**config.mk**
```make
export PLATFORM = sky130hd
export DESIGN_NAME = memory_sweep_pattern_tester_flat
export DESIGN_NICKNAME = d
export VERILOG_FILES = /design/src/rtl/mspt_pkg.sv /design/src/rtl/mspt_if.sv /design/src/rtl/memory_sweep_pattern_tester.sv /design/src/rtl/mspt_cfg_regs.sv /design/src/flat_wrapper.sv
export SDC_FILE = /design/constraint.sdc
export NUM_CORES = 1
export LEC_CHECK = 0
export BUFFER_PORTS_ARGS = -buffer_cell sky130_fd_sc_hd__buf_4
export CAP_MARGIN = 10
export CORE_AREA = 3 3 237 239
export DETAILED_ROUTE_END_ITERATION = 8
export DIE_AREA = 0 0 240 242
export GPL_ROUTABILITY_DRIVEN = 0
export MAX_ROUTING_LAYER = met4
export PLACE_DENSITY_LB_ADDON = 0.1
export SYNTH_ARGS = -nofsm -noshare
export SYNTH_HDL_FRONTEND = slang
export SYNTH_SLANG_ARGS = --single-unit
```
**constraint.sdc**
```tcl
create_clock -name clk_i -period 7.66 [get_ports clk_i]
set_clock_uncertainty 0.15 [all_clocks]
set_input_delay 1.532 -clock clk_i [delete_from_list [all_inputs] [get_ports clk_i]]
set_output_delay 1.532 -clock clk_i [all_outputs]
set_load 0.01 [all_outputs]
```
**src/rtl/mspt_pkg.sv**
```systemverilog
// Package for the memory sweep pattern tester.
// Holds opcodes, register indexes, the configuration struct and the LFSR step function.
// No dependencies.
`default_nettype none

package mspt_pkg;

  localparam int unsigned StepsPerWord     = 16;
  localparam logic [31:0] FeedbackMask     = 32'h8101_0040;
  localparam logic [4:0]  MaxBlockLog2     = 5'd20;
  localparam int unsigned PosW             = 20;
  localparam int unsigned ErrCountW        = 24;
  localparam int unsigned CountBitsDefault = 24;
  localparam int unsigned CfgIdxW          = 3;

  localparam logic [31:0] SeedRst        = 32'h0000_babe;
  localparam logic [31:0] BaseAddressRst = 32'h0800_0000;
  localparam logic [4:0]  BlockLog2Rst   = 5'd15;
  localparam logic [4:0]  JumpLog2Rst    = 5'd17;
  localparam logic [4:0]  SpanLog2Rst    = 5'd24;
  localparam logic [15:0] ReportLimitRst = 16'd100;

  typedef enum logic [1:0] {
    OP_RESTART = 2'd0,
    OP_WRITE   = 2'd1,
    OP_CHECK   = 2'd2
  } opcode_e;

  typedef enum logic [CfgIdxW-1:0] {
    REG_SEED         = 3'd0,
    REG_BASE_ADDRESS = 3'd1,
    REG_BLOCK_LOG2   = 3'd2,
    REG_JUMP_LOG2    = 3'd3,
    REG_SPAN_LOG2    = 3'd4,
    REG_REPORT_LIMIT = 3'd5
  } cfg_reg_e;

  typedef struct packed {
    logic [31:0] seed;
    logic [31:0] base_address;
    logic [4:0]  block_log2;
    logic [4:0]  jump_log2;
    logic [4:0]  span_log2;
    logic [15:0] report_limit;
  } cfg_t;

  // Right-shifting Galois LFSR, taps 32/25/17/7, several shifts per word.
  function automatic logic [31:0] lfsr_advance(input logic [31:0] v);
    logic [31:0] r;
    r = v;
    for (int k = 0; k < StepsPerWord; k++) begin
      r = (r >> 1) ^ (r[0] ? FeedbackMask : 32'h0);
    end
    return r;
  endfunction

endpackage

`default_nettype wire

```
**src/rtl/mspt_if.sv**
```systemverilog
// Channel interfaces of the memory sweep pattern tester: command in, result out.
// Stand-alone; no package needed.
`default_nettype none

interface mspt_in_if;
  logic        valid;
  logic        ready;
  logic [1:0]  opcode;
  logic [31:0] read_data;

  modport source (output valid, output opcode, output read_data, input ready);
  modport sink   (input valid, input opcode, input read_data, output ready);
endinterface

interface mspt_out_if;
  logic        valid;
  logic        ready;
  logic [31:0] address;
  logic [31:0] pattern;
  logic        mismatch;
  logic        report;
  logic [23:0] error_count;
  logic        sweep_done;

  modport source (output valid, output address, output pattern, output mismatch,
                  output report, output error_count, output sweep_done, input ready);
  modport sink   (input valid, input address, input pattern, input mismatch,
                  input report, input error_count, input sweep_done, output ready);
endinterface

`default_nettype wire

```
**src/rtl/memory_sweep_pattern_tester.sv**
```systemverilog
// Memory sweep pattern tester, top level.
//
// Commands arrive on in_i (opcode, read_data): restart reseeds the LFSR from
// the seed register and rewinds the address sweep; a write step returns the
// next address and pattern; a check step does the same and compares read_data
// against the pattern, counting mismatches (saturating) and flagging those
// that fall under report_limit. Every command yields exactly one transaction
// on out_o. Registers are written through cfg_we_i/cfg_idx_i/cfg_wdata_i; the
// user must do so only while no command is in flight; the block does not enforce it.
//
// A command accepted at one edge shows its result at the output register
// from the next cycle. Throughput is one command per cycle while out_o takes
// results; the 16 LFSR shifts, the address add and the wrap compare all sit
// between the input handshake and the output register.
// When out_o stalls, in_i.ready drops only while the output register holds
// an untaken result that is not being taken in the same cycle.
// Reset loads the register defaults, sets the LFSR to one, clears the sweep
// position and the error count, and empties the output register.
// Depends on mspt_pkg, mspt_if and mspt_cfg_regs.
`default_nettype none

module memory_sweep_pattern_tester #(
  parameter int unsigned COUNT_BITS = mspt_pkg::CountBitsDefault
) (
  input  wire logic                         clk_i,
  input  wire logic                         rst_ni,
  mspt_in_if.sink                           in_i,
  mspt_out_if.source                        out_o,
  input  wire logic                         cfg_we_i,
  input  wire logic [mspt_pkg::CfgIdxW-1:0] cfg_idx_i,
  input  wire logic [31:0]                  cfg_wdata_i
);
  import mspt_pkg::*;

  cfg_t cfg;

  mspt_cfg_regs u_cfg (
    .clk_i       (clk_i),
    .rst_ni      (rst_ni),
    .cfg_we_i    (cfg_we_i),
    .cfg_idx_i   (cfg_idx_i),
    .cfg_wdata_i (cfg_wdata_i),
    .cfg_o       (cfg)
  );

  // Sweep state
  logic [31:0]           lfsr_q, lfsr_d;
  logic [4:0]            exp_q, exp_d;
  logic [PosW-1:0]       pos_q, pos_d;
  logic [COUNT_BITS-1:0] total_q, total_d;
  logic                  finished_q, finished_d;

  // Output register
  logic                  out_valid_q;
  logic [31:0]           addr_q, addr_d;
  logic [31:0]           pat_q, pat_d;
  logic                  mis_q, mis_d;
  logic                  rep_q, rep_d;
  logic [ErrCountW-1:0]  err_q, err_d;
  logic                  done_q, done_d;

  logic                  in_ready;
  logic                  in_accept;
  opcode_e               op;
  logic [31:0]           pat_next;
  logic [4:0]            blk_sat;
  logic [PosW:0]         pos_inc;
  logic [PosW:0]         blk_limit;
  logic                  block_end;
  logic [4:0]            exp_adv;
  logic [29:0]           word_off;
  logic                  is_mis;
  logic [31:0]           total_ext;

  assign in_ready  = !out_valid_q || out_o.ready;
  assign in_accept = in_i.valid && in_ready;
  assign op        = opcode_e'(in_i.opcode);

  assign pat_next  = lfsr_advance(lfsr_q);
  assign blk_sat   = (cfg.block_log2 > MaxBlockLog2) ? MaxBlockLog2 : cfg.block_log2;
  assign pos_inc   = {1'b0, pos_q} + (PosW+1)'(1);
  assign blk_limit = (PosW+1)'(1) << blk_sat;
  assign block_end = pos_inc >= blk_limit;
  // First block sits at offset one; the next jumps straight to 2^jump_log2, or 2^1 if it is zero.
  assign exp_adv   = (exp_q == 5'd0) ? ((cfg.jump_log2 == 5'd0) ? 5'd1 : cfg.jump_log2)
                                     : exp_q + 5'd1;
  // Only the low 30 bits of the word offset reach the 32-bit byte address.
  assign word_off  = (30'(1) << exp_q) + 30'(pos_q);
  assign is_mis    = (op != OP_WRITE) && (in_i.read_data != pat_next);

  always_comb begin
    lfsr_d     = lfsr_q;
    exp_d      = exp_q;
    pos_d      = pos_q;
    total_d    = total_q;
    finished_d = finished_q;
    addr_d     = 32'h0;
    pat_d      = 32'h0;
    mis_d      = 1'b0;
    rep_d      = 1'b0;

    if (op == OP_RESTART) begin
      lfsr_d     = cfg.seed;
      exp_d      = 5'd0;
      pos_d      = '0;
      total_d    = '0;
      finished_d = (cfg.span_log2 == 5'd0);
    end else if (!finished_q) begin
      lfsr_d = pat_next;
      pat_d  = pat_next;
      addr_d = cfg.base_address + {word_off, 2'b00};
      if (is_mis) begin
        mis_d = 1'b1;
        rep_d = 32'(total_q) < 32'(cfg.report_limit);
        if (!(&total_q)) begin
          total_d = total_q + COUNT_BITS'(1);
        end
      end
      if (block_end) begin
        pos_d = '0;
        exp_d = exp_adv;
        if (exp_adv >= cfg.span_log2) begin
          finished_d = 1'b1;
        end
      end else begin
        pos_d = pos_inc[PosW-1:0];
      end
    end

    total_ext = 32'(total_d);
    err_d     = total_ext[ErrCountW-1:0];
    done_d    = finished_d;
  end

  always_ff @(posedge clk_i or negedge rst_ni) begin
    if (!rst_ni) begin
      lfsr_q      <= 32'h1;
      exp_q       <= 5'd0;
      pos_q       <= '0;
      total_q     <= '0;
      finished_q  <= 1'b0;
      out_valid_q <= 1'b0;
    end else begin
      if (in_accept) begin
        lfsr_q     <= lfsr_d;
        exp_q      <= exp_d;
        pos_q      <= pos_d;
        total_q    <= total_d;
        finished_q <= finished_d;
      end
      if (in_accept) begin
        out_valid_q <= 1'b1;
      end else if (out_o.ready) begin
        out_valid_q <= 1'b0;
      end
    end
  end

  always_ff @(posedge clk_i) begin
    if (in_accept) begin
      addr_q <= addr_d;
      pat_q  <= pat_d;
      mis_q  <= mis_d;
      rep_q  <= rep_d;
      err_q  <= err_d;
      done_q <= done_d;
    end
  end

  assign in_i.ready        = in_ready;
  assign out_o.valid       = out_valid_q;
  assign out_o.address     = addr_q;
  assign out_o.pattern     = pat_q;
  assign out_o.mismatch    = mis_q;
  assign out_o.report      = rep_q;
  assign out_o.error_count = err_q;
  assign out_o.sweep_done  = done_q;

  // Every accepted command leaves a result in the output register.
  a_accept_gives_result: assert property (@(posedge clk_i) disable iff (!rst_ni)
    in_accept |=> out_o.valid)
    else $error("accepted command produced no result");

  // Once the sweep is finished, only a restart can reopen it.
  a_finished_sticks: assert property (@(posedge clk_i) disable iff (!rst_ni)
    (in_accept && finished_q && op != OP_RESTART) |=> finished_q)
    else $error("finished flag cleared without restart");

  // Steps after the sweep return an empty word and flag done.
  a_done_result: assert property (@(posedge clk_i) disable iff (!rst_ni)
    (in_accept && finished_q && op != OP_RESTART)
      |=> (out_o.pattern == 32'h0 && out_o.address == 32'h0 && out_o.sweep_done))
    else $error("step after sweep end produced a pattern");

  // The mismatch count never drops except on restart.
  a_count_monotonic: assert property (@(posedge clk_i) disable iff (!rst_ni)
    (in_accept && op != OP_RESTART) |=> total_q >= $past(total_q))
    else $error("mismatch count decreased");

  // A reported mismatch is always a mismatch.
  a_report_implies_mismatch: assert property (@(posedge clk_i) disable iff (!rst_ni)
    (out_o.valid && out_o.report) |-> out_o.mismatch)
    else $error("report without mismatch");

endmodule

`default_nettype wire

```
**src/rtl/mspt_cfg_regs.sv**
```systemverilog
// Configuration register file of the memory sweep pattern tester.
// Depends on mspt_pkg (cfg_t, register indexes, reset values).
`default_nettype none

module mspt_cfg_regs (
  input  wire logic                         clk_i,
  input  wire logic                         rst_ni,
  input  wire logic                         cfg_we_i,
  input  wire logic [mspt_pkg::CfgIdxW-1:0] cfg_idx_i,
  input  wire logic [31:0]                  cfg_wdata_i,
  output mspt_pkg::cfg_t                    cfg_o
);
  import mspt_pkg::*;

  cfg_t cfg_q, cfg_d;

  always_comb begin
    cfg_d = cfg_q;
    if (cfg_we_i) begin
      unique case (cfg_reg_e'(cfg_idx_i))
        REG_SEED:         cfg_d.seed         = cfg_wdata_i;
        REG_BASE_ADDRESS: cfg_d.base_address = cfg_wdata_i;
        REG_BLOCK_LOG2:   cfg_d.block_log2   = cfg_wdata_i[4:0];
        REG_JUMP_LOG2:    cfg_d.jump_log2    = cfg_wdata_i[4:0];
        REG_SPAN_LOG2:    cfg_d.span_log2    = cfg_wdata_i[4:0];
        REG_REPORT_LIMIT: cfg_d.report_limit = cfg_wdata_i[15:0];
        default: ;
      endcase
    end
  end

  always_ff @(posedge clk_i or negedge rst_ni) begin
    if (!rst_ni) begin
      cfg_q.seed         <= SeedRst;
      cfg_q.base_address <= BaseAddressRst;
      cfg_q.block_log2   <= BlockLog2Rst;
      cfg_q.jump_log2    <= JumpLog2Rst;
      cfg_q.span_log2    <= SpanLog2Rst;
      cfg_q.report_limit <= ReportLimitRst;
    end else begin
      cfg_q <= cfg_d;
    end
  end

  assign cfg_o = cfg_q;

endmodule

`default_nettype wire

```
**src/flat_wrapper.sv**
```systemverilog
// flat-port wrapper written by rule: the top's interface ports become plain ports
module memory_sweep_pattern_tester_flat import mspt_pkg::*;
#(
  parameter int unsigned COUNT_BITS = mspt_pkg::CountBitsDefault
)
  (clk_i, rst_ni, cfg_we_i, cfg_idx_i, cfg_wdata_i, in_i_valid, in_i_opcode, in_i_read_data, in_i_ready, out_o_valid, out_o_address, out_o_pattern, out_o_mismatch, out_o_report, out_o_error_count, out_o_sweep_done, out_o_ready);
  mspt_in_if in_i_i ();
  mspt_out_if out_o_i ();
  input  wire logic clk_i;
  input  wire logic rst_ni;
  input  wire logic cfg_we_i;
  input  wire logic [mspt_pkg::CfgIdxW-1:0] cfg_idx_i;
  input  wire logic [31:0] cfg_wdata_i;
  input wire logic [$bits(in_i_i.valid)-1:0] in_i_valid;
  input wire logic [$bits(in_i_i.opcode)-1:0] in_i_opcode;
  input wire logic [$bits(in_i_i.read_data)-1:0] in_i_read_data;
  output wire logic [$bits(in_i_i.ready)-1:0] in_i_ready;
  output wire logic [$bits(out_o_i.valid)-1:0] out_o_valid;
  output wire logic [$bits(out_o_i.address)-1:0] out_o_address;
  output wire logic [$bits(out_o_i.pattern)-1:0] out_o_pattern;
  output wire logic [$bits(out_o_i.mismatch)-1:0] out_o_mismatch;
  output wire logic [$bits(out_o_i.report)-1:0] out_o_report;
  output wire logic [$bits(out_o_i.error_count)-1:0] out_o_error_count;
  output wire logic [$bits(out_o_i.sweep_done)-1:0] out_o_sweep_done;
  input wire logic [$bits(out_o_i.ready)-1:0] out_o_ready;
  assign in_i_i.valid = in_i_valid;
  assign in_i_i.opcode = in_i_opcode;
  assign in_i_i.read_data = in_i_read_data;
  assign in_i_ready = in_i_i.ready;
  assign out_o_valid = out_o_i.valid;
  assign out_o_address = out_o_i.address;
  assign out_o_pattern = out_o_i.pattern;
  assign out_o_mismatch = out_o_i.mismatch;
  assign out_o_report = out_o_i.report;
  assign out_o_error_count = out_o_i.error_count;
  assign out_o_sweep_done = out_o_i.sweep_done;
  assign out_o_i.ready = out_o_ready;
  memory_sweep_pattern_tester #(.COUNT_BITS(COUNT_BITS)) u_core (.clk_i(clk_i), .rst_ni(rst_ni), .in_i(in_i_i), .out_o(out_o_i), .cfg_we_i(cfg_we_i), .cfg_idx_i(cfg_idx_i), .cfg_wdata_i(cfg_wdata_i));
endmodule
```
Word level (Yosys, flattened, before mapping)
Cells that the tools add are included.
{"block": "classes", "n_shift": 2, "n_bitwise": 17, "add_sub_neg": 5, "eq_ne": 8, "order_cmp": 4, "n_reduce_logical": 22, "n_mux": 38}
{"op": "two-way mux 32 bit", "count": 18}
{"op": "bitwise XOR 31 x 32 -> 32 bit", "count": 16}
{"op": "two-way mux 24 bit", "count": 4}
{"op": "two-way mux 20 bit", "count": 3}
{"op": "adder 32 bit", "count": 1}
{"op": "!= test 32 bit", "count": 1}
{"op": "adder 30 x 20 -> 30 bit", "count": 1}
{"op": "two-way mux 5 bit", "count": 6}
{"op": "<< shifter 1 x 5 -> 30 bit, first input constant", "count": 1}
{"op": "adder 24 x 1 -> 24 bit, second input constant", "count": 1}
{"op": "less-than comparator 24 x 16 -> 1 bit", "count": 1}
{"op": "AND reduction 24 bit", "count": 1}
{"op": "adder 20 x 1 -> 21 bit, second input constant", "count": 1}
{"op": "greater-or-equal comparator 21 bit", "count": 1}
{"op": "<< shifter 1 x 5 -> 21 bit, first input constant", "count": 1}
{"op": "logical NOT 5 bit", "count": 3}
{"op": "AND reduction 2 bit", "count": 7}
{"op": "two-way mux 1 bit", "count": 7}
{"op": "== test 3 x 2 -> 1 bit, second input constant", "count": 2}
{"op": "== test 3 bit, second input constant", "count": 2}
{"op": "adder 5 x 1 -> 5 bit, second input constant", "count": 1}
{"op": "greater-or-equal comparator 5 bit", "count": 1}
{"op": "greater-than comparator 5 bit, second input constant", "count": 1}
{"op": "nonzero test 2 bit", "count": 2}
{"op": "12 further kinds", "count": 13}
{"block": "totals", "ff_bits": 269, "output_inout_bits": 93}

Logic depth before layout (Yosys ltp)
{"block": "logic_depth", "depth_word": 37, "depth_mapped": 26, "depth_no_buf": 26}

Modules after synthesis
Synthesis repeated with hierarchy kept, for this count alone.
{"block": "unflattened", "hier_cells": 1625, "hier_area_um2": 16472.0}
{"mod": "memory_sweep_pattern_tester", "seq_area_each_um2": 4810.9, "area_per_inst_um2": 12829.8, "cells_each": 1421, "instances": 1}
{"mod": "mspt_cfg_regs", "seq_area_each_um2": 2406.1, "area_per_inst_um2": 3642.2, "cells_each": 204, "instances": 1}

Worst setup path before layout
OpenSTA, ideal clock, no wires.
{"block": "synth_path", "path_kind": "input -> register", "from": "in out_o_ready", "to": "reg u_core.pos_q[10]", "path_stages": 7, "path_buffers": 1, "setup_ns": 0.121, "t_arrival_ns": 5.203, "slack_ns": 2.186, "required_time_ns": 7.389, "cell_sequence": "nand2b_1 -> nand2_1 -> clkinv_1 -> nand2_1 -> nor3_1 -> clkbuf_1 -> a22o_1"}
{"block": "synth_via", "elab_chain_cells": 3}
{"item": "start: declaration", "line": "flat_wrapper.sv:25", "text": "input wire logic [$bits(out_o_i.ready)-1:0] out_o_ready;"}
{"item": "logical OR 1 bit", "line": "memory_sweep_pattern_tester.sv:75", "text": "assign in_ready = !out_valid_q || out_o.ready;"}
{"item": "logical AND 1 bit", "line": "memory_sweep_pattern_tester.sv:76", "text": "assign in_accept = in_i.valid && in_ready;"}
{"item": "net u_core.in_accept", "line": "memory_sweep_pattern_tester.sv:63", "text": "logic in_accept;"}
{"item": "AND reduction 2 bit (no source line)"}
{"item": "end signal: assignment", "line": "memory_sweep_pattern_tester.sv:147", "text": "pos_q <= pos_d;"}
{"item": "end: declaration", "line": "memory_sweep_pattern_tester.sv:49", "text": "logic [PosW-1:0] pos_q, pos_d;"}
The timed path passes the listed nets, and every way through them passes these cells.
A chain may end at the register's enable or synchronous reset.

Worst setup path in the final report
{"block": "layout_path", "from": "reg u_core.exp_q[0]", "to": "reg u_core.addr_q[30] (netlist: u_core.out_o.address[30]), data pin"}
{"block": "layout_via", "elab_chain_cells": 3}
{"item": "start: declaration", "line": "memory_sweep_pattern_tester.sv:48", "text": "logic [4:0] exp_q, exp_d;"}
{"item": "start signal: assignment", "line": "memory_sweep_pattern_tester.sv:146", "text": "exp_q <= exp_d;"}
{"item": "<< shifter 1 x 5 -> 30 bit", "line": "memory_sweep_pattern_tester.sv:88", "text": "assign word_off = (30'(1) << exp_q) + 30'(pos_q);"}
{"item": "adder 30 x 20 -> 30 bit", "line": "memory_sweep_pattern_tester.sv:88"}
{"item": "adder 32 bit", "line": "memory_sweep_pattern_tester.sv:111", "text": "addr_d = cfg.base_address + {word_off, 2'b00};"}
{"item": "end signal: assignment", "line": "memory_sweep_pattern_tester.sv:161", "text": "addr_q <= addr_d;"}
{"item": "end: declaration", "line": "memory_sweep_pattern_tester.sv:55", "text": "logic [31:0] addr_q, addr_d;"}
No other way between the ends.

==> impl_metrics.tcl <==
set metrics [dict create \
    status "finished, final reports clean" \
    antenna_violating_nets_left 0 \
    p_comb_share_pct 41.8 \
    initial_core_utilization_pct 30.1 \
    postCtsSetupBuffers 0 \
    layout.filler_cells 5454 \
    placement_rows 85 \
    fin_area_mm2 0.0193 \
    count_of_input_and_output_buffers 166 \
    cts_made_buffers 31 \
    reg2reg_from "u_core.exp_q[0]" \
    antenna_violations_before_repair 2 \
    detailroute.via_count 12300 \
    p_total_mw 6.52 \
    clkLatencyLatePin_ns 0.57 \
    layout_min_cycle_time_ns 6.36 \
    synthToLayoutAreaGrowth_pct 18.5 \
    overflow 0 \
    layout-drive-gt1-share_pct 21.3 \
    cts_resized 0 \
    max_slew.worst_pin.slew_ns 1.09 \
    finalNonFillerCells 2454 \
    die_width_um 240 \
    cts_max_path_buffers 3 \
    cp_top_family "compound AO/OA/AOI/OAI gates" \
    layout_commonest_cell "buf_4" \
    crit_path_top_delay_cell "o41ai_1" \
    regToRegEndpoint "u_core.out_o.address[30]" \
    p_clk_share_pct 23.4 \
    cts_tree "yes" \
    max_cap_viol_count 0 \
    maximum_number_of_pins_on_one_net_before_global_route_repair 106 \
    seq_area_mm2 0.00722 \
    hold_ws_ns 0.353 \
    power_switching_mw 2.50 \
    min-delay-start "u_core.u_cfg.cfg_o[31]" \
    layout.nets 1910 \
    grt_setup_unrepaired "no" \
    synthesis.area_mm2 0.0163 \
    critPathRequiredTime_ns 7.82 \
    vias_in_the_first_global_route 12600 \
    synth_enable_flop_cells 91 \
    post-dp-hpwl_um 38000 \
    layout.cells.most_common_list "buf_4, nor2_1, dfrtp_1, nand2_1, ha_1" \
    dp_slack_ns 1.38 \
    slew_violations 0 \
    synth-seq-cells 269 \
    synth_cells 1591 \
    yosys_warning_total 0 \
    worst_voltage_drop_across_the_vdd_grid_v 0.000180 \
    worst-r2r-cell-count 25 \
    predominant_post_synthesis_flop_cell "dfrtp_1" \
    worstPathArrival_ns 6.52 \
    num_io_pins 167 \
    criticalPathCategory "reg -> reg" \
    worstHoldEndpoint "u_core.u_cfg.cfg_o[31]" \
    synth-seq-area-share_pct 44.3 \
    dr_drc_count 0 \
    cts.reportedPaths.clkPinSlew_ns 0.06 \
    worst_path_largest_cell_delay_ns 0.79 \
    layout_setup_ws_ns 1.30 \
    leakage_nw 8.55 \
    layout.core_utilization_pct 35.7 \
    post_cts_hold_buffer_count 0 \
    slew_headroom_pct 27.6 \
    hold_path_depth 1 \
    drt_iter0_drc 844 \
    power.internal_mw 4.02 \
    timing.reg2reg.setup_slack_ns 1.30 \
    wl_per_cell_um 20.7 \
    setup-tns-final_ns 0 \
    clock_tree.root_cell "clkbuf_16" \
    hold_viol 0 \
    die-area_mm2 0.0581 \
    drt-pass1-iter-count 5 \
    yosys.cell_types.count 74 \
    min-delay-path-class "reg -> reg" \
    timing.critical_path.buf_inv 3 \
    grt_usage_pct 17.9 \
    finalCritPeriodShare_pct 83.0 \
    placed_cell_area_mm2 0.0182 \
    wire_length_of_the_first_global_routing_pass_um 77800 \
    postRouteWirelength_um 50900 \
    multi_input_area_mm2 0.00860 \
    power.density_cell_area_mw_per_mm2 338 \
    seqPwrFrac_pct 34.8 \
    postSynth.asyncResetShare_pct 66.2 \
    htreeDepth 1 \
    number_of_placed_instances_taps_included 2396 \
    max_freq_ghz 0.157 \
    report.final.setup_viol 0 \
    drt-vias-per-instance 5.02 \
    critical_path_peak_fanout 6 \
    placeableCoreArea_mm2 0.0540 \
    die_h_um 242 \
    startpoint_type "register" \
    cp-end-kind "register" \
    sw_frac_of_total_pct 38.4 \
    cts.sink_count 269 \
    postSynthAreaPerCell_um2 10.2 \
    postSynthNetCount 1768 \
]
worst max-delay path by stage:
stage                               start  depth (start not counted)                        to
after floorplan               out_o_ready                          7          u_core.pos_q[10]
after global placement    u_core.exp_q[0]                         25  u_core.out_o.address[30]
after detailed placement  u_core.exp_q[0]                         21  u_core.out_o.address[31]
after CTS                 u_core.exp_q[0]                         22  u_core.out_o.address[30]
after global routing      u_core.exp_q[0]                         24  u_core.out_o.address[30]
final                     u_core.exp_q[0]                         25  u_core.out_o.address[30]
power groups by stage:
stage,Combinational [mW],Clock (mW),Sequential (mW)
CTS,2.78,1.58,2.27
floorplan,1.90,0,2.16
finish,2.72,1.53,2.27
detailed placement,2.76,0,2.30
global route,3.02,1.64,2.32
global placement,2.75,0,2.29
state kept, by name, summed over array words and instances (netlist names), 5 cells and up:
signal                    count
u_core.out_o.address         32
u_core.u_cfg.cfg_o           95
u_core.out_o.pattern         32
u_core.exp_q                  5
u_core.pos_q                 20
u_core.lfsr_q                32
u_core.total_q               24
u_core.out_o.error_count     24
synth_stat cells, types with 29 or more instances:
master    number  area share [%]
a21oi_1       97             3.0
a21o_1        32             1.5
edfxtp_1      91              17
clkbuf_1      52             1.2
ha_1         101             7.8
and3_1        29             1.1
mux2_2        93             6.4
nor3_1        31            0.95
inv_1         50             1.2
nor2_1       166             3.8
nand2_1      132             3.0
o21ai_0       66             2.0
xor2_1        41             2.2
xnor2_1       81             4.4
nand3_1       32            0.98
dfrtp_1      154              24
worst register-to-register path: cells and delay by family, from the launching register on:
family	cells	cell delay, ns
compound gates	12	3.42
xor+xnor	1	0.09
fa+ha+maj	3	0.90
buf+inv	3	0.34
flops	1	0.43
mux	1	0.14
simple gates	5	0.62
cell families (layout without fill, tap and decap cells):
kind of cell / Yosys count / in the layout / synth area share, %
buffers and inverters: 121 / 287 / 2.99
muxes: 96 / 96 / 6.62
adders and majority gates: 103 / 103 / 8.01
DFF: 269 / 269 / 44.3
other: 0 / 1 / 0
and+or+nand+nor: 522 / 522 / 15.4
AOI/OAI and AO/OA: 335 / 335 / 13.1
xor gates and xnor gates: 145 / 145 / 9.57
final cells by class:
cell class / instances / share of cell area [%]
clock inverter: 14 / 0.610
inverter: 51 / 1.01
tap: 696 / 4.51
multi-input combinational: 1201 / 44.6
clock buffer: 43 / 4.79
antenna: 1 / 0.0130
sequential: 269 / 37.4
timing repair buffer: 179 / 7.05
layer usage:
layer	wire length [um]	vias up	GRT usage [%]
met5	0	-	-
met4	805	0	3.34
met3	2240	46	2.23
met2	24300	247	29.4
met1	23500	6040	23.8
li1	-	5998	-
Note: power is estimated with default switching activity, not from simulation.
